==> src/rtl/mlps_pkg.sv <==
package mlps_pkg;

   // Operation codes carried in the request.
   localparam logic [1:0] OP_START   = 2'd0;
   localparam logic [1:0] OP_RESCHED = 2'd1;
   localparam logic [1:0] OP_EXIT    = 2'd2;

   // Result status codes.
   localparam logic [1:0] STATUS_OK     = 2'd0;
   localparam logic [1:0] STATUS_NO_RUN = 2'd1;
   localparam logic [1:0] STATUS_REJECT = 2'd2;

   localparam int REQ_W = 16;
   localparam int RSP_W = 16;

   typedef enum logic [3:0] {
      ST_CLEAR,
      ST_IDLE,
      ST_START_CHK,
      ST_DISPATCH,
      ST_PUSH_A,
      ST_PUSH_B,
      ST_POP,
      ST_POP_WAIT,
      ST_DONE
   } state_type;

   typedef struct packed {
      logic [1:0] op;
      logic [5:0] thread_id;
      logic [2:0] priority_req;
   } req_type;

   // First field in the highest bits, so the struct maps straight onto tdata.
   typedef struct packed {
      logic [1:0] result_status;
      logic       previous_valid;
      logic [5:0] previous_id;
      logic       new_running_valid;
      logic [5:0] new_running_id;
   } rsp_type;

endpackage

==> src/rtl/mlps_ram.sv <==
module mlps_ram #(
   parameter int DEPTH = 64,
   parameter int WIDTH = 7
) (
   input  logic                     clock,
   input  logic                     we,
   input  logic [$clog2(DEPTH)-1:0] waddr,
   input  logic [WIDTH-1:0]         wdata,
   input  logic [$clog2(DEPTH)-1:0] raddr,
   output logic [WIDTH-1:0]         rdata
);

   logic [WIDTH-1:0] mem_ff [DEPTH];
   logic [WIDTH-1:0] rdata_ff;

   always_ff @(posedge clock) begin
      if (we) begin
         mem_ff[waddr] <= wdata;
      end
      rdata_ff <= mem_ff[raddr];
   end

   assign rdata = rdata_ff;

endmodule

==> src/rtl/mlps_ctrl.sv <==
module mlps_ctrl #(
   parameter int NUM_LEVELS  = 8,
   parameter int MAX_THREADS = 64
) (
   input  logic              clock,
   input  logic              reset,
   input  logic              req_fire,
   input  mlps_pkg::req_type req,
   output logic              req_ready,
   input  logic              out_free,
   output logic              res_valid,
   output mlps_pkg::rsp_type res
);

   localparam int SLOT_W = $clog2(MAX_THREADS);
   localparam int LINK_W = $clog2(MAX_THREADS + 1);
   localparam int LVL_W  = (NUM_LEVELS > 1) ? $clog2(NUM_LEVELS) : 1;
   localparam logic [LINK_W-1:0] LINK_NONE = LINK_W'(MAX_THREADS);

   mlps_pkg::state_type state_ff, state_in;

   logic [SLOT_W-1:0] clr_ff, clr_in;
   logic [1:0]        op_ff, op_in;
   logic [5:0]        tid_ff, tid_in;
   logic [2:0]        prio_ff, prio_in;
   logic [5:0]        prev_id_ff, prev_id_in;
   logic              prev_valid_ff, prev_valid_in;
   logic [1:0]        status_ff, status_in;
   logic [SLOT_W-1:0] push_slot_ff, push_slot_in;
   logic [LVL_W-1:0]  push_lvl_ff, push_lvl_in;
   logic [SLOT_W-1:0] old_head_ff, old_head_in;
   logic [LVL_W-1:0]  pop_lvl_ff, pop_lvl_in;
   logic [SLOT_W-1:0] pop_slot_ff, pop_slot_in;
   logic [NUM_LEVELS-1:0] nonempty_ff, nonempty_in;
   logic [SLOT_W-1:0] run_slot_ff, run_slot_in;
   logic              run_present_ff, run_present_in;
   logic [LVL_W-1:0]  run_level_ff, run_level_in;

   logic [SLOT_W-1:0] head_ff [NUM_LEVELS];
   logic [SLOT_W-1:0] tail_ff [NUM_LEVELS];
   logic              head_we, tail_we;
   logic [LVL_W-1:0]  head_wlvl, tail_wlvl;
   logic [SLOT_W-1:0] head_wdata, tail_wdata;

   logic              busy_we, busy_wdata, busy_rdata;
   logic [SLOT_W-1:0] busy_waddr, busy_raddr;
   logic              link_we;
   logic [SLOT_W-1:0] link_waddr, link_raddr;
   logic [LINK_W-1:0] link_wdata, link_rdata;

   logic [SLOT_W+5:0] req_tid_ext, tid_ext;
   logic [SLOT_W+5:0] run_ext;
   logic [SLOT_W:0]   push_link_ext;
   logic [LVL_W+2:0]  prio_ext;
   logic [SLOT_W-1:0] tid_slot;
   logic [LVL_W-1:0]  prio_sat;
   logic              tid_ok;
   logic [5:0]        run_id6;
   logic              ff_found;
   logic [LVL_W-1:0]  ff_lvl;

   // Width adaptation between the fixed field widths and the storage widths.
   assign req_tid_ext   = {{SLOT_W{1'b0}}, req.thread_id};
   assign tid_ext       = {{SLOT_W{1'b0}}, tid_ff};
   assign tid_slot      = tid_ext[SLOT_W-1:0];
   assign tid_ok        = (32'(tid_ff) < MAX_THREADS);
   assign prio_ext      = {{LVL_W{1'b0}}, prio_ff};
   assign prio_sat      = (32'(prio_ff) >= NUM_LEVELS) ? LVL_W'(NUM_LEVELS - 1)
                                                       : prio_ext[LVL_W-1:0];
   assign run_ext       = {6'b0, run_slot_ff};
   assign run_id6       = run_ext[5:0];
   assign push_link_ext = {1'b0, push_slot_ff};

   // Most urgent non-empty level.
   always_comb begin
      ff_found = |nonempty_ff;
      ff_lvl   = '0;
      for (int i = NUM_LEVELS - 1; i >= 0; i--) begin
         if (nonempty_ff[i]) begin
            ff_lvl = LVL_W'(i);
         end
      end
   end

   mlps_ram #(.DEPTH(MAX_THREADS), .WIDTH(1)) u_busy (
      .clock (clock),
      .we    (busy_we),
      .waddr (busy_waddr),
      .wdata (busy_wdata),
      .raddr (busy_raddr),
      .rdata (busy_rdata)
   );

   mlps_ram #(.DEPTH(MAX_THREADS), .WIDTH(LINK_W)) u_link (
      .clock (clock),
      .we    (link_we),
      .waddr (link_waddr),
      .wdata (link_wdata),
      .raddr (link_raddr),
      .rdata (link_rdata)
   );

   // Next state.
   always_comb begin
      state_in = state_ff;
      unique case (state_ff)
         mlps_pkg::ST_CLEAR: begin
            if (clr_ff == SLOT_W'(MAX_THREADS - 1)) state_in = mlps_pkg::ST_IDLE;
         end
         mlps_pkg::ST_IDLE: begin
            if (req_fire) begin
               state_in = (req.op == mlps_pkg::OP_START) ? mlps_pkg::ST_START_CHK
                                                         : mlps_pkg::ST_DISPATCH;
            end
         end
         mlps_pkg::ST_START_CHK: begin
            state_in = (!tid_ok || busy_rdata) ? mlps_pkg::ST_DONE : mlps_pkg::ST_PUSH_A;
         end
         mlps_pkg::ST_DISPATCH: begin
            unique case (op_ff)
               mlps_pkg::OP_RESCHED: state_in = run_present_ff ? mlps_pkg::ST_PUSH_A
                                                              : mlps_pkg::ST_POP;
               mlps_pkg::OP_EXIT:    state_in = mlps_pkg::ST_POP;
               default:              state_in = mlps_pkg::ST_DONE;
            endcase
         end
         mlps_pkg::ST_PUSH_A: begin
            if (nonempty_ff[push_lvl_ff]) begin
               state_in = mlps_pkg::ST_PUSH_B;
            end else begin
               state_in = (op_ff == mlps_pkg::OP_START) ? mlps_pkg::ST_DONE : mlps_pkg::ST_POP;
            end
         end
         mlps_pkg::ST_PUSH_B: begin
            state_in = (op_ff == mlps_pkg::OP_START) ? mlps_pkg::ST_DONE : mlps_pkg::ST_POP;
         end
         mlps_pkg::ST_POP: begin
            state_in = ff_found ? mlps_pkg::ST_POP_WAIT : mlps_pkg::ST_DONE;
         end
         mlps_pkg::ST_POP_WAIT: begin
            state_in = mlps_pkg::ST_DONE;
         end
         mlps_pkg::ST_DONE: begin
            if (out_free) state_in = mlps_pkg::ST_IDLE;
         end
         default: state_in = mlps_pkg::ST_CLEAR;
      endcase
   end

   // Datapath and memory controls for each step.
   always_comb begin
      clr_in         = clr_ff;
      op_in          = op_ff;
      tid_in         = tid_ff;
      prio_in        = prio_ff;
      prev_id_in     = prev_id_ff;
      prev_valid_in  = prev_valid_ff;
      status_in      = status_ff;
      push_slot_in   = push_slot_ff;
      push_lvl_in    = push_lvl_ff;
      old_head_in    = old_head_ff;
      pop_lvl_in     = pop_lvl_ff;
      pop_slot_in    = pop_slot_ff;
      nonempty_in    = nonempty_ff;
      run_slot_in    = run_slot_ff;
      run_present_in = run_present_ff;
      run_level_in   = run_level_ff;
      head_we        = 1'b0;
      head_wlvl      = push_lvl_ff;
      head_wdata     = push_slot_ff;
      tail_we        = 1'b0;
      tail_wlvl      = push_lvl_ff;
      tail_wdata     = push_slot_ff;
      busy_we        = 1'b0;
      busy_waddr     = tid_slot;
      busy_wdata     = 1'b0;
      busy_raddr     = req_tid_ext[SLOT_W-1:0];
      link_we        = 1'b0;
      link_waddr     = push_slot_ff;
      link_wdata     = LINK_NONE;
      link_raddr     = tail_ff[ff_lvl];
      req_ready      = 1'b0;
      res_valid      = 1'b0;

      unique case (state_ff)
         mlps_pkg::ST_CLEAR: begin
            busy_we    = 1'b1;
            busy_waddr = clr_ff;
            clr_in     = clr_ff + 1'b1;
         end
         mlps_pkg::ST_IDLE: begin
            req_ready = 1'b1;
            if (req_fire) begin
               op_in         = req.op;
               tid_in        = req.thread_id;
               prio_in       = req.priority_req;
               prev_id_in    = run_present_ff ? run_id6 : 6'd0;
               prev_valid_in = run_present_ff;
               status_in     = mlps_pkg::STATUS_OK;
            end
         end
         mlps_pkg::ST_START_CHK: begin
            if (!tid_ok || busy_rdata) begin
               status_in = mlps_pkg::STATUS_REJECT;
            end else begin
               busy_we      = 1'b1;
               busy_waddr   = tid_slot;
               busy_wdata   = 1'b1;
               push_slot_in = tid_slot;
               push_lvl_in  = prio_sat;
            end
         end
         mlps_pkg::ST_DISPATCH: begin
            if (run_present_ff && op_ff == mlps_pkg::OP_RESCHED) begin
               push_slot_in = run_slot_ff;
               push_lvl_in  = run_level_ff;
            end
            if (run_present_ff && op_ff == mlps_pkg::OP_EXIT) begin
               busy_we    = 1'b1;
               busy_waddr = run_slot_ff;
               busy_wdata = 1'b0;
            end
         end
         mlps_pkg::ST_PUSH_A: begin
            // The new slot becomes the newest entry of its level.
            link_we    = 1'b1;
            link_waddr = push_slot_ff;
            link_wdata = LINK_NONE;
            head_we    = 1'b1;
            if (nonempty_ff[push_lvl_ff]) begin
               old_head_in = head_ff[push_lvl_ff];
            end else begin
               tail_we = 1'b1;
            end
            nonempty_in[push_lvl_ff] = 1'b1;
         end
         mlps_pkg::ST_PUSH_B: begin
            link_we    = 1'b1;
            link_waddr = old_head_ff;
            link_wdata = push_link_ext[LINK_W-1:0];
         end
         mlps_pkg::ST_POP: begin
            run_present_in = 1'b0;
            run_slot_in    = '0;
            run_level_in   = '0;
            if (ff_found) begin
               pop_lvl_in  = ff_lvl;
               pop_slot_in = tail_ff[ff_lvl];
            end else begin
               status_in = mlps_pkg::STATUS_NO_RUN;
            end
         end
         mlps_pkg::ST_POP_WAIT: begin
            if (link_rdata != LINK_NONE) begin
               tail_we    = 1'b1;
               tail_wlvl  = pop_lvl_ff;
               tail_wdata = link_rdata[SLOT_W-1:0];
            end else begin
               nonempty_in[pop_lvl_ff] = 1'b0;
            end
            run_slot_in    = pop_slot_ff;
            run_level_in   = pop_lvl_ff;
            run_present_in = 1'b1;
            busy_we        = 1'b1;
            busy_waddr     = pop_slot_ff;
            busy_wdata     = 1'b1;
         end
         mlps_pkg::ST_DONE: begin
            res_valid = 1'b1;
         end
         default: begin
            res_valid = 1'b0;
         end
      endcase
   end

   assign res.new_running_id    = run_present_ff ? run_id6 : 6'd0;
   assign res.new_running_valid = run_present_ff;
   assign res.previous_id       = prev_id_ff;
   assign res.previous_valid    = prev_valid_ff;
   assign res.result_status     = status_ff;

   always_ff @(posedge clock) begin
      if (reset) begin
         state_ff       <= mlps_pkg::ST_CLEAR;
         clr_ff         <= '0;
         nonempty_ff    <= '0;
         run_slot_ff    <= '0;
         run_present_ff <= 1'b0;
         run_level_ff   <= '0;
      end else begin
         state_ff       <= state_in;
         clr_ff         <= clr_in;
         nonempty_ff    <= nonempty_in;
         run_slot_ff    <= run_slot_in;
         run_present_ff <= run_present_in;
         run_level_ff   <= run_level_in;
      end
   end

   always_ff @(posedge clock) begin
      op_ff         <= op_in;
      tid_ff        <= tid_in;
      prio_ff       <= prio_in;
      prev_id_ff    <= prev_id_in;
      prev_valid_ff <= prev_valid_in;
      status_ff     <= status_in;
      push_slot_ff  <= push_slot_in;
      push_lvl_ff   <= push_lvl_in;
      old_head_ff   <= old_head_in;
      pop_lvl_ff    <= pop_lvl_in;
      pop_slot_ff   <= pop_slot_in;
      if (head_we) begin
         head_ff[head_wlvl] <= head_wdata;
      end
      if (tail_we) begin
         tail_ff[tail_wlvl] <= tail_wdata;
      end
   end

endmodule

==> src/rtl/multilevel_priority_scheduler.sv <==
// Strict-priority multilevel FIFO thread scheduler.
// Requests arrive on the req_ stream: a start makes a thread slot runnable at
// a priority level (level 0 is the most urgent), a reschedule puts the running
// thread back at the end of its level and picks the next one, and an exit
// drops the running thread before picking. Every request gives exactly one
// transfer on the rsp_ stream, carrying the previous and new running thread
// and a status.
// A request is worked on in steps from its transfer to its result being
// registered at the output: a start does a busy-flag lookup and up to two
// writes into the link memory for the enqueue; a reschedule does up to two
// such writes to put back the running thread, and a reschedule or an exit
// then does at most one link-memory read for the dequeue. The link and busy
// memories take one read and one write a cycle. The sequencer takes one
// request at a time and is ready again once the result has been registered.
// After reset the busy-flag memory is swept clear, one slot a cycle;
// req_tready stays low until the sweep has ended.
// The result sits in an output register. While the receiver stalls, the next
// request is still taken and worked on, and its result waits inside the
// sequencer until the output register is free.
module multilevel_priority_scheduler #(
   parameter int NUM_LEVELS  = 8,
   parameter int MAX_THREADS = 64
) (
   input  logic                       clock,
   input  logic                       reset,
   input  logic                       req_tvalid,
   output logic                       req_tready,
   // [1:0] op, [7:2] thread_id, [10:8] priority_req, [15:11] zero
   input  logic [mlps_pkg::REQ_W-1:0] req_tdata,
   output logic                       rsp_tvalid,
   input  logic                       rsp_tready,
   // [5:0] new_running_id, [6] new_running_valid, [12:7] previous_id,
   // [13] previous_valid, [15:14] result_status
   output logic [mlps_pkg::RSP_W-1:0] rsp_tdata
);

   mlps_pkg::req_type req;
   mlps_pkg::rsp_type res;
   mlps_pkg::rsp_type rsp_data_ff, rsp_data_in;
   logic              rsp_valid_ff, rsp_valid_in;
   logic              ctrl_ready, res_valid, out_free, req_fire, take;

   assign req.op           = req_tdata[1:0];
   assign req.thread_id    = req_tdata[7:2];
   assign req.priority_req = req_tdata[10:8];

   assign req_tready = ctrl_ready;
   assign req_fire   = req_tvalid && ctrl_ready;

   // The output register is free when empty or when its content leaves now.
   assign out_free = !rsp_valid_ff || rsp_tready;
   assign take     = res_valid && out_free;

   mlps_ctrl #(
      .NUM_LEVELS  (NUM_LEVELS),
      .MAX_THREADS (MAX_THREADS)
   ) u_ctrl (
      .clock     (clock),
      .reset     (reset),
      .req_fire  (req_fire),
      .req       (req),
      .req_ready (ctrl_ready),
      .out_free  (out_free),
      .res_valid (res_valid),
      .res       (res)
   );

   always_comb begin
      rsp_data_in  = rsp_data_ff;
      rsp_valid_in = rsp_valid_ff;
      if (take) begin
         rsp_data_in  = res;
         rsp_valid_in = 1'b1;
      end else if (rsp_tready) begin
         rsp_valid_in = 1'b0;
      end
   end

   always_ff @(posedge clock) begin
      if (reset) begin
         rsp_valid_ff <= 1'b0;
      end else begin
         rsp_valid_ff <= rsp_valid_in;
      end
   end

   always_ff @(posedge clock) begin
      rsp_data_ff <= rsp_data_in;
   end

   assign rsp_tvalid = rsp_valid_ff;
   assign rsp_tdata  = rsp_data_ff;

endmodule

==> config.mk <==
export PLATFORM = sky130hd
export DESIGN_NAME = multilevel_priority_scheduler
export DESIGN_NICKNAME = d
export VERILOG_FILES = /design/src/rtl/mlps_pkg.sv /design/src/rtl/mlps_ram.sv /design/src/rtl/mlps_ctrl.sv /design/src/rtl/multilevel_priority_scheduler.sv
export SDC_FILE = /design/constraint.sdc
export NUM_CORES = 1
export LEC_CHECK = 0
export BUFFER_PORTS_ARGS = -buffer_cell sky130_fd_sc_hd__buf_2
export CAP_MARGIN = 20
export CORE_MARGIN = 2
export CORE_UTILIZATION = 45
export CTS_CLUSTER_SIZE = 24
export DETAILED_ROUTE_END_ITERATION = 8
export GPL_TIMING_DRIVEN = 0
export HOLD_SLACK_MARGIN = 0.02
export PLACE_DENSITY_LB_ADDON = 0.15
export SYNTH_ARGS = -nofsm -noshare
export SYNTH_HDL_FRONTEND = slang
export SYNTH_SLANG_ARGS = --single-unit
==> constraint.sdc <==
create_clock -name clock -period 4.51 [get_ports clock]
set_clock_uncertainty 0.1 [all_clocks]
set_input_delay 0.2255 -clock clock [delete_from_list [all_inputs] [get_ports clock]]
set_output_delay 0.2255 -clock clock [all_outputs]
set_load 0.02 [all_outputs]
## Yosys cells after proc, flatten, opt, wreduce, memory -nomap -nowiden

Memories as Yosys holds them, arrays and structs flattened. A register that Yosys moved wholly into a read port is not among the register bits.
Cells that the tools add are included.

- Magnitude comparators: 4
- Bitwise gates (word level): 3
- Reductions and logical operators: 26
- Add/sub/neg operators: 1
- Equal/unequal tests: 20
- Mux-type cells: 70

Operators with widths:

| kind | count |
|---|---|
| $mux 6 | 7 |
| $mux 3 | 12 |
| $pmux 4 s9 | 1 |
| $mux 4 | 7 |
| $pmux 6 s2 | 2 |
| $mux 1 | 22 |
| $pmux 6 s3 | 1 |
| $eq 4x3->1 const B | 4 |
| $pmux 8 s2 | 1 |
| $ne 2x2->1 const B | 6 |
| $pmux 3 s2 | 2 |
| $and 8x8->8 | 1 |
| $eq 4x2->1 const B | 2 |
| $lt 3x4->1 const B | 2 |
| $mux 2 | 4 |
| $mux 8 | 1 |
| $not 8->8 | 1 |
| $or 8x8->8 | 1 |
| $pmux 4 s2 | 1 |
| $reduce_and 2->1 | 4 |
| $reduce_bool 2->1 | 4 |
| $reduce_or 8->1 | 1 |
| $mux 7 | 1 |
| $ne 7x7->1 const B | 1 |
| other kinds (22) | 35 |

- Output and inout bits: 18
- Word-level logic and storage cells: 150
- Memories: 4
- Memory bits (writable): 608
- Register bits: 83
- Bits of input ports: 20

Memories:

| name | depth | bits a word | rd ports | clocked after Yosys merged registers in | wr ports | RTL line | RTL |
|---|---|---|---|---|---|---|---|
| u_ctrl.u_link.mem_ff | 64 | 7 | 1 | 1 | 1 | mlps_ram.sv:13 | `logic [WIDTH-1:0] mem_ff [DEPTH];` |
| u_ctrl.u_busy.mem_ff | 64 | 1 | 1 | 1 | 1 | mlps_ram.sv:13 |  |
| u_ctrl.head_ff | 8 | 6 | 1 | 1 | 1 | mlps_ctrl.sv:39 | `logic [SLOT_W-1:0] head_ff [NUM_LEVELS];` |
| u_ctrl.tail_ff | 8 | 6 | 1 | 0 | 1 | mlps_ctrl.sv:40 | `logic [SLOT_W-1:0] tail_ff [NUM_LEVELS];` |

## Longest topological paths before layout

Gate-level depths: netlist (run 1).
An unclocked memory read counts as a cell.

- Depth in word-level cells: 9
- Depth in mapped cells: 16
- Mapped depth without buffers: 12

## Hierarchy

From an unflattened synthesis (run 1), not the netlist that was laid out.

- Cells, all modules: 1,616
- Area total of the unflattened synthesis: 28,453.5 um2

By module, submodules not included:

| module | cells an instance | sequential area each (um2) | instances | area each (um2) |
|---|---|---|---|---|
| mlps_ram (u_ctrl.u_link) | 827 | 13,593.0 | 1 | 17,635.7 |
| mlps_ctrl | 563 | 4,764.6 | 1 | 7,362.1 |
| mlps_ram (u_ctrl.u_busy) | 204 | 1,941.9 | 1 | 2,914.0 |
| multilevel_priority_scheduler | 22 | 500.5 | 1 | 541.8 |

## Worst setup path after synthesis (run 1)

No wires, ideal clock.

- Path type: register to register
- From: register u_ctrl.nonempty_ff[6]
- To: register u_ctrl.u_link.rdata_ff[3] (netlist: u_ctrl.u_link.rdata[3]), read port of u_ctrl.u_link.mem_ff
- Setup slack: 1.099 ns
- Arrival time: 3.184 ns
- Required time: 4.283 ns
- Clock period less this slack: 3.411 ns
- Buffers on the path: 2
- Stages on the path, launching flop included: 15
- Setup time: 0.127 ns
- Cell sequence: dfxtp_1 > nor2_1 > o31ai_2 > nand2_2 > inv_2 > mux4_2 > mux2i_4 > inv_2 > buf_6 > nor3_4 > buf_6 > a32oi_1 > nand4_1 > a31oi_1 > or3_1

- Word-level cells in the longest chain between the ends: 8

Ends and longest elaborated chain:

| element | RTL line | RTL |
|---|---|---|
| start, declared | mlps_ctrl.sv:34 | `logic [NUM_LEVELS-1:0] nonempty_ff, nonempty_in;` |
| start signal, assigned | mlps_ctrl.sv:294 | `nonempty_ff <= nonempty_in;` |
| $mux 3 (7 in a row) | mlps_ctrl.sv:79 | `if (nonempty_ff[i]) begin` |
| net u_ctrl.ff_lvl[1] | mlps_ctrl.sv:60 | `logic [LVL_W-1:0] ff_lvl;` |
| $mem_v2 8x6 | -- |  |
| end, declared | mlps_ram.sv:14 | `logic [WIDTH-1:0] rdata_ff;` |

The timed path passes the listed nets, and every way through them passes these cells.
A chain may end at the register's enable or synchronous reset.

## Worst setup path after layout (run 1)

- From: register u_ctrl.nonempty_ff[4]
- To: register u_ctrl.u_link.rdata_ff[2] (netlist: u_ctrl.u_link.rdata[2]), read port of u_ctrl.u_link.mem_ff

- Word-level cells in the longest chain between the ends: 6

Ends and longest elaborated chain:

| element | RTL line |
|---|---|
| $mux 3 (5 in a row) | mlps_ctrl.sv:79 |
| $mem_v2 8x6 | -- |

Every way passes these cells.

==> results of run 1 <==
## power groups by stage
stage               Clock [mW]  Sequential, mW  Combinational (mW)
floorplan                    0            7.20              0.0476
global route              6.37            7.06              0.0947
CTS                       6.10            7.06              0.0862
global placement             0            7.20              0.0751
detailed placement           0            7.20              0.0761
finish                    6.00            7.06              0.0859
## cell usage after synthesis, types with 29 or more instances
cell type	number
mux2i_1	59
clkbuf_1	53
nand3_1	144
mux4_2	29
nand2_1	377
a21oi_1	37
edfxtp_1	668
nor2_1	186
dfxtp_1	37
nand4_1	64
and3_1	29
o21ai_0	48
## kinds of logic (layout without fill, tap and decap cells)
group                    count (synthesis)  count (layout)  share of synthesized area
AND/OR/NAND/NOR                        899             899                     0.1425
XOR/XNOR                                 5               5                   0.001516
adder cells (fa/ha/maj)                  4               4                   0.001732
AO/OA/AOI/OAI                          237             237                    0.06037
buffers and inverters                  131             320                    0.02187
flip-flops                             705             705                     0.7200
multiplexers                           109             109                    0.05201
## critical path, cell delays in order (launching register included)
cell and delay (ps):
dfxtp_1 400, or4_1 550, buf_2 190, and3_1 200, a2111oi_4 400, a311oi_4 70
buf_4 180, nor2_8 240, clkbuf_4 320, buf_2 320, nand2_1 250, o221ai_1 430
o22ai_1 180, or3_1 460
## state kept, by name, indices dropped and copies added, names as in the netlist, 4 cells and up
register	flops
u_ctrl.u_busy.mem_ff	64
u_ctrl.run_id6	6
u_ctrl.clr_ff	6
u_ctrl.state_ff	4
u_ctrl.head_wdata	6
u_ctrl.tid_ff	6
u_ctrl.u_link.rdata	7
u_ctrl.tail_ff	48
u_ctrl.head_ff	48
u_ctrl.nonempty_ff	8
u_ctrl.prev_id_ff	6
u_ctrl.old_head_ff	6
u_ctrl.u_link.mem_ff	448
u_ctrl.pop_slot_ff	6
rsp_tdata	16
## worst max-delay path by stage
stage	startpoint	endpoint	slack (ps)	cells after the start
finish	u_ctrl.nonempty_ff[4]	u_ctrl.u_link.rdata[2]	70	13
CTS	u_ctrl.nonempty_ff[0]	u_ctrl.u_link.rdata[3]	20	14
floorplan	u_ctrl.nonempty_ff[6]	u_ctrl.u_link.rdata[3]	1100	14
global route	u_ctrl.nonempty_ff[4]	u_ctrl.u_link.rdata[2]	-20	13
detailed placement	u_ctrl.nonempty_ff[6]	u_ctrl.u_link.rdata[1]	-230	12
global placement	u_ctrl.state_ff[3]	u_ctrl.u_link.mem_ff[30][2]	-430	9
## routing by layer
| metal | GRT usage | share of wire | wire length, µm | up-vias |
|---|---|---|---|---|
| met5 | 0 | 0.00031 | 23 | - |
| met4 | 0.07884 | 0.031 | 2300 | 4 |
| met3 | 0.04580 | 0.075 | 5642 | 151 |
| met2 | 0.3523 | 0.46 | 34500 | 692 |
| met1 | 0.3219 | 0.44 | 32800 | 9141 |
| li1 | - | - | - | 8207 |
## cell type report
type	instances	share of cell area
timing repair buffer	56	0.01387
sequential	705	0.6334
clock buffer	90	0.05887
inverter	26	0.003239
multi-input combinational	1254	0.2287
clock inverter	43	0.01314
tap	846	0.03223
buffer	105	0.01654
## what timing repair did
item | CTS | global route
endpoints found under the hold margin | 31 | 0
hold buffers | 15 | 0
endpoints found under the setup margin | 7 | 7
buffers inserted | 0 | 4
resized for setup | 6 | 19
pin swaps | 0 | 2
==> flow_metrics.tcl, run 1 <==
set metrics [dict create \
    status "finished clean" \
    dr.pass1.iters 6 \
    yosys_most_used_dff "edfxtp_1" \
    slew_headroom 0.3608 \
    grt_pass1_vias 18030 \
    max_cap_viol_count 0 \
    synth_area_per_cell_um2 13.82 \
    cts_buffers 74 \
    grt_pass1_wl_um 112900 \
    final_area_um2 32840 \
    comb_power_share 0.007 \
    min_period_ps 4441 \
    pre_cts_ws_ps -231.3 \
    synthToLayoutAreaGrowth_pct 13.67 \
    reg2reg_depth 13 \
    ys_warn_count 0 \
    holdCritStartpoint "req_tdata[2]" \
    p_seq_frac 0.537 \
    final_nets 2246 \
    mostFrequentLayoutCells "edfxtp_1, nand2_1, nor2_1" \
    end_kind "register" \
    ir_drop_mv 0.3381 \
    via_per_inst 5.822 \
    synthTopCellsByArea "edfxtp_1, nand2_1, dfxtp_1, nand3_1, nor2_1" \
    syn_nets 2114 \
    dieArea_um2 66240 \
    ant_nets 0 \
    grt_util_all_layers 0.2276 \
    ys_ff_latch 705 \
    ys_types 71 \
    fin_cells 3125 \
    drt-total-wl_um 75270 \
    dp_hpwl_um 50150 \
    p_sw_mw 2.584 \
    die_h_um 257.4 \
    synth_edf_count 668 \
    cts.clk_slew.worst_paths_ps 60 \
    final_common_cell "edfxtp_1" \
    fin_crit_sh 0.9846 \
    gp_congestion 0.9334 \
    hold_depth 2 \
    clock_path_buffers 3 \
    clkPwrFrac 0.456 \
    total_power_mw 13.15 \
    report.final.slew_viol_count 0 \
    antenna_cells 0 \
    fin_tns_setup_ps 0 \
    fin_ws_ps 69.45 \
    min_path_type "in2reg" \
    grt_max_degree 66 \
    tightest_slew_ps 958.8 \
    port_buffers 31 \
    yosysTopAreaCell "edfxtp_1" \
    yosysSeqAreaShare 0.7200 \
    root_buffer "clkbuf_16" \
    rsz0062_at_grt "yes" \
    drt_iter0_drc 2260 \
    io_pins 38 \
    holdPathEnd "u_ctrl.tid_ff[0]" \
    antenna_found_initial 2 \
    final_core_util 0.5187 \
    leakagePower_nw 10.58 \
    die_w_um 257.4 \
    core-area_um2 63310 \
    nFillCells 5423 \
    critical_path_required_ps 4880 \
    critPathMaxFanout 10 \
    reg2reg_slack_ps 70 \
    gr-total-overflow 0 \
    fmax_mhz 225.2 \
    insertion_delay_ps 620 \
    setup_viol_count_final 0 \
    p_per_area_nw_per_um2 400.5 \
    htree_levels 3 \
    crit_type "reg2reg" \
    num_vias 18200 \
    synth_top_area_share 0.6943 \
    multi_input_area_um2 7511 \
    syn_area_um2 28890 \
    critPathLaunchType "register" \
    r2r-end "u_ctrl.u_link.rdata[2]" \
    syn_inst 2090 \
    dp_cells 2972 \
    rr_startpoint "u_ctrl.nonempty_ff[4]" \
    drive_above_1_share 0.1264 \
    hold_violations 0 \
    crit_arrival_ps 4810 \
    routedWlPerCell_um 24.09 \
    num_rows 92 \
    swShare 0.1965 \
    initial_utilization 0.4563 \
    seq_area_um2 20800 \
    drc 0 \
    async_flop_share 0 \
    clock_sinks 705 \
    p_int_mw 10.57 \
    placed_area_um2 30220 \
    holdWs_ps 241.3 \
    cts_tree "done" \
]
Power figures use the tool's default switching activity.
==> run 2: changes to the inputs <==
- BUFFER_PORTS_ARGS: -buffer_cell sky130_fd_sc_hd__buf_2 -> -buffer_cell sky130_fd_sc_hd__buf_4
- CORE_UTILIZATION: 45 -> 51
==> flow_metrics.tcl, run 2 (same netlist as run 1, synthesis figures left out) <==
set metrics [dict create \
    status "finished clean" \
    critical_path_required_ps 4880 \
    holdCritStartpoint "req_tdata[3]" \
    critPathLaunchType "register" \
    cpMostUsedCell "buf_2" \
    clkPwrFrac 0.469 \
    reg_top3 "u_ctrl.u_link.mem_ff (448), u_ctrl.u_busy.mem_ff (64)" \
    io_pins 38 \
    dieArea_um2 58570 \
    die_h_um 242.0 \
    p_per_area_nw_per_um2 408.3 \
    drt_iter0_drc 2325 \
    fmax_mhz 225.2 \
    p_seq_frac 0.524 \
    rr_startpoint "u_ctrl.nonempty_ff[4]" \
    hold_violations 0 \
    root_buffer "clkbuf_16" \
    grt_pass1_vias 17630 \
    gp_congestion 0.9259 \
    path_cells "or4_1 > buf_2 > and3_1 > a2111oi_4 > a311oi_4 > buf_4 > nor2_8 > clkbuf_4 > buf_2 > nand2_1 > o221ai_1 > o22ai_1 > or3_1" \
    ir_drop_mv 0.3807 \
    ant_nets 0 \
    initial_utilization 0.5143 \
    swShare 0.1899 \
    dr_wl_met2_um 34000 \
    grt_max_degree 66 \
    drive_above_1_share 0.1280 \
    pre_cts_ws_ps -286.3 \
    cts_tree "done" \
    fin_ws_ps 70.03 \
    core-area_um2 56170 \
    die_w_um 242.0 \
    leakagePower_nw 10.69 \
    p_sw_mw 2.558 \
    synthToLayoutAreaGrowth_pct 14.22 \
    final_nets 2247 \
    drc 0 \
    antenna_found_initial 0 \
    dr_wl_met3_um 5496 \
    min_period_ps 4440 \
    crit_arrival_ps 4810 \
    tightest_slew_ps 872.0 \
    clock_sinks 705 \
    fin_crit_sh 0.9845 \
    setup_viol_count_final 0 \
    cts_buffers 75 \
    min_path_type "in2reg" \
    report.final.slew_viol_count 0 \
    num_vias 18370 \
    highest_layer "met4" \
    num_rows 87 \
    cts.clk_slew.worst_paths_ps 60 \
    grt_pass1_wl_um 109500 \
    cp.buffers_inverters 4 \
    grt_util_all_layers 0.2495 \
    total_power_mw 13.47 \
    wl_met1_um 31720 \
    routedWlPerCell_um 24.06 \
    crit_slowest_cell "or4_1" \
    dp_hpwl_um 49250 \
    drt-total-wl_um 73110 \
    fin_tns_setup_ps 0 \
    antenna_cells 0 \
    rsz0062_at_grt "no" \
    cp_top_family "simple AND/OR/NAND/NOR gates" \
    largest-register "u_ctrl.u_link.mem_ff" \
    critPathMaxFanout 10 \
    largest_reg_flops 448 \
    dr.pass1.iters 6 \
    mostFrequentLayoutCells "edfxtp_1, nand2_1, nor2_1" \
    slowest_delay_ps 550 \
    insertion_delay_ps 620 \
    crit_type "reg2reg" \
    htree_levels 3 \
    gr-total-overflow 0 \
    slew_headroom 0.4187 \
    final_common_cell "edfxtp_1" \
    critPathLaunch "u_ctrl.nonempty_ff[4]" \
    max_cap_viol_count 0 \
    via_per_inst 6.046 \
    clock_path_buffers 3 \
    port_buffers 31 \
    end_kind "register" \
    p_int_mw 10.91 \
    comb_power_share 0.007 \
]
-- run 2: cell count changes in the layout (fill, tap and decap cells not counted), sizes merged --
cell	before	now
bufinv	7	8
clkinvlp	2	3
clkinv	29	27
clkbuf	146	153
inv	31	26
buf	90	91
-- run 2: path summary, 6_finish.rpt --
check                            to  slack (ps)  cells past startpoint
max          u_ctrl.u_link.rdata[6]          70                     13
min                u_ctrl.tid_ff[1]         240                      2
max reg2reg  u_ctrl.u_link.rdata[6]          70                     13
min reg2reg           rsp_tdata[13]         320                      0
-- run 2: power groups by stage --
stage          clock [mW]  sequential [mW]  combinational [mW]
2_1_floorplan           0             7.20              0.0476
3_3_place_gp            0             7.20              0.0772
3_5_place_dp            0             7.20              0.0790
4_1_cts              6.40             7.06              0.0893
5_1_grt              6.64             7.06              0.0959
6_report             6.32             7.06              0.0887
-- run 2: layout make-up --
class	instances	area, µm²
tap	756	945.9
clock buffer	98	2152
sequential	705	20800
clock inverter	38	392.9
buffer	105	543.0
inverter	26	107.6
timing repair buffer	56	558.0
fill	4432	23170
multi-input combinational	1254	7498
-- run 2: per-layer routing --
layer / vias to the layer above / GRT usage
met5: - / 0
met2: 843 / 0.3863
met1: 9189 / 0.3651
li1: 8212 / -
met4: 0 / 0.08497
met3: 125 / 0.03667
-- run 2: timing repair --
item	4_1_cts	5_1_grt
hold endpoints to repair	31	0
hold buffers	15	0
setup endpoints to repair	7	7
gates resized for setup	8	14
setup buffers	0	2
pin swaps	0	1
-- run 2: through the flow --
| stage | cells | util | hold slack [ps] | cell area, µm² |
|---|---|---|---|---|
| floorplan | 2090 | - | 224.4 | 28890 |
| global placement | 2877 | 0.5353 | 302.5 | 30070 |
| detailed placement | 2884 | 0.5380 | 304.5 | 30220 |
| CTS | 3035 | 0.5863 | 195.3 | 32930 |
| global route | 3038 | 0.5875 | 237.7 | 33000 |
| finish | 3038 | 0.5875 | 244.3 | 33000 |
==> run 3: changes to the inputs <==
- CTS_BUF_LIST: unset -> sky130_fd_sc_hd__clkbuf_4 sky130_fd_sc_hd__clkbuf_8 sky130_fd_sc_hd__clkbuf_16
==> flow_metrics.tcl, run 3 (same netlist as run 1, synthesis figures left out) <==
set metrics [dict create \
    fin_crit_sh 0.9783 \
    min_period_ps 4412 \
    end_kind "register" \
    largest-register "u_ctrl.u_link.mem_ff" \
    fin_cells 3038 \
    synthToLayoutAreaGrowth_pct 14.37 \
    cp_top_family "simple AND/OR/NAND/NOR gates" \
    slew_headroom 0.4185 \
    port_buffers 31 \
    hold_depth 2 \
    clock_path_buffers 3 \
    gp_congestion 0.9259 \
    clock_sinks 705 \
    via_per_inst 6.024 \
    ir_drop_mv 0.3803 \
    report.final.slew_viol_count 0 \
    num_vias 18300 \
    reg2reg_depth 13 \
    htree_levels 3 \
    hold_violations 0 \
    cpMostUsedCell "buf_2" \
    fin_tns_setup_ps 0 \
    final_common_cell "edfxtp_1" \
    root_buffer "clkbuf_16" \
    cts_tree "done" \
    gr-total-overflow 0 \
    drt_iter0_drc 2194 \
    setup_viol_count_final 0 \
    drive_above_1_share 0.1332 \
    drt-total-wl_um 73190 \
    grt_util_all_layers 0.2495 \
    r2r-end "u_ctrl.u_link.rdata[6]" \
    final_nets 2247 \
    status "finished clean" \
    critical_path_required_ps 4870 \
    rsz0062_at_grt "no" \
    io_pins 38 \
    crit_type "reg2reg" \
    antenna_cells 0 \
    insertion_delay_ps 620 \
    dp_hpwl_um 49250 \
    cp.buffers_inverters 4 \
    dp_cells 2884 \
    reg_top3 "u_ctrl.u_link.mem_ff (448), u_ctrl.u_busy.mem_ff (64)" \
    antenna_found_initial 0 \
    leakagePower_nw 10.73 \
    critPathMaxFanout 10 \
    dieArea_um2 58570 \
    max_cap_viol_count 0 \
    drc 0 \
    slowest_delay_ps 550 \
    grt_pass1_wl_um 109600 \
    grt_max_degree 66 \
    routedWlPerCell_um 24.09 \
    critPathLaunchType "register" \
    largest_reg_flops 448 \
    num_rows 87 \
    crit_arrival_ps 4780 \
    holdCritStartpoint "req_tdata[3]" \
    holdPathEnd "u_ctrl.tid_ff[1]" \
    dr.pass1.iters 7 \
    min_path_type "in2reg" \
    die_w_um 242.0 \
    reg2reg_slack_ps 100 \
    tightest_slew_ps 872.2 \
    mostFrequentLayoutCells "edfxtp_1, nand2_1, nor2_1" \
    crit_slowest_cell "or4_1" \
    path_cells "or4_1 > buf_2 > and3_1 > a2111oi_4 > a311oi_4 > buf_4 > nor2_8 > clkbuf_4 > buf_2 > nand2_1 > o221ai_1 > o22ai_1 > or3_1" \
    cts_buffers 75 \
    core-area_um2 56170 \
    rr_startpoint "u_ctrl.nonempty_ff[4]" \
    initial_utilization 0.5143 \
    holdWs_ps 243.8 \
    cts.clk_slew.worst_paths_ps 60 \
    ant_nets 0 \
    fmax_mhz 226.6 \
    die_h_um 242.0 \
    grt_pass1_vias 17620 \
    p_per_area_nw_per_um2 409.9 \
]
run 3: timing repair:
action                                 CTS  global route
endpoints found under the hold margin   31             0
setup endpoints to repair                7             7
resized for setup                        8            14
buffers inserted                         0             2
hold buffers                            15             0
pin swaps                                0             1
run 3: metal layers:
| layer | track usage | routed length, µm | up-vias |
|---|---|---|---|
| li1 | - | - | 8215 |
| met1 | 0.3654 | 31600 | 9178 |
| met2 | 0.3862 | 34070 | 777 |
| met3 | 0.03656 | 5621 | 130 |
| met4 | 0.08497 | 1894 | 0 |
| met5 | 0 | 0 | - |
run 3: worst max path at each step:
| stage | slack [ps] | to | cells after the start | startpoint |
|---|---|---|---|---|
| global placement | -380 | u_ctrl.u_link.mem_ff[1][1] | 9 | u_ctrl.state_ff[0] |
| CTS | 3 | u_ctrl.u_link.rdata[5] | 13 | u_ctrl.nonempty_ff[6] |
| detailed placement | -290 | u_ctrl.u_link.rdata[1] | 13 | u_ctrl.nonempty_ff[0] |
| global route | 9 | u_ctrl.u_link.rdata[4] | 14 | u_ctrl.nonempty_ff[6] |
| floorplan | 1100 | u_ctrl.u_link.rdata[3] | 14 | u_ctrl.nonempty_ff[6] |
| finish | 100 | u_ctrl.u_link.rdata[6] | 13 | u_ctrl.nonempty_ff[4] |
run 3: final cells by class:
| class | count | area, µm² |
|---|---|---|
| tap | 756 | 945.9 |
| multi-input combinational | 1254 | 7498 |
| buffer | 105 | 543.0 |
| fill | 4421 | 23130 |
| sequential | 705 | 20800 |
| clock inverter | 38 | 392.9 |
| clock buffer | 98 | 2197 |
| inverter | 26 | 107.6 |
| timing repair buffer | 56 | 558.0 |
run 3: stage by stage:
step	total power, mW	setup WS, ps	area, µm²	util
after floorplan	7.248	1099	28890	-
after global placement	7.280	-376.0	30070	0.5353
after global routing	13.88	8.570	33040	0.5883
after CTS	13.62	3.282	32980	0.5871
after detailed placement	7.282	-286.3	30220	0.5380
final	13.54	97.75	33040	0.5883
run 3: power by group:
part           switching (mW)  internal, mW  leakage, nW
clock                    2.50          3.89         1.28
combinational          0.0508        0.0379         3.82
sequential            0.00495          7.06         5.63
total                    2.56          11.0         10.7
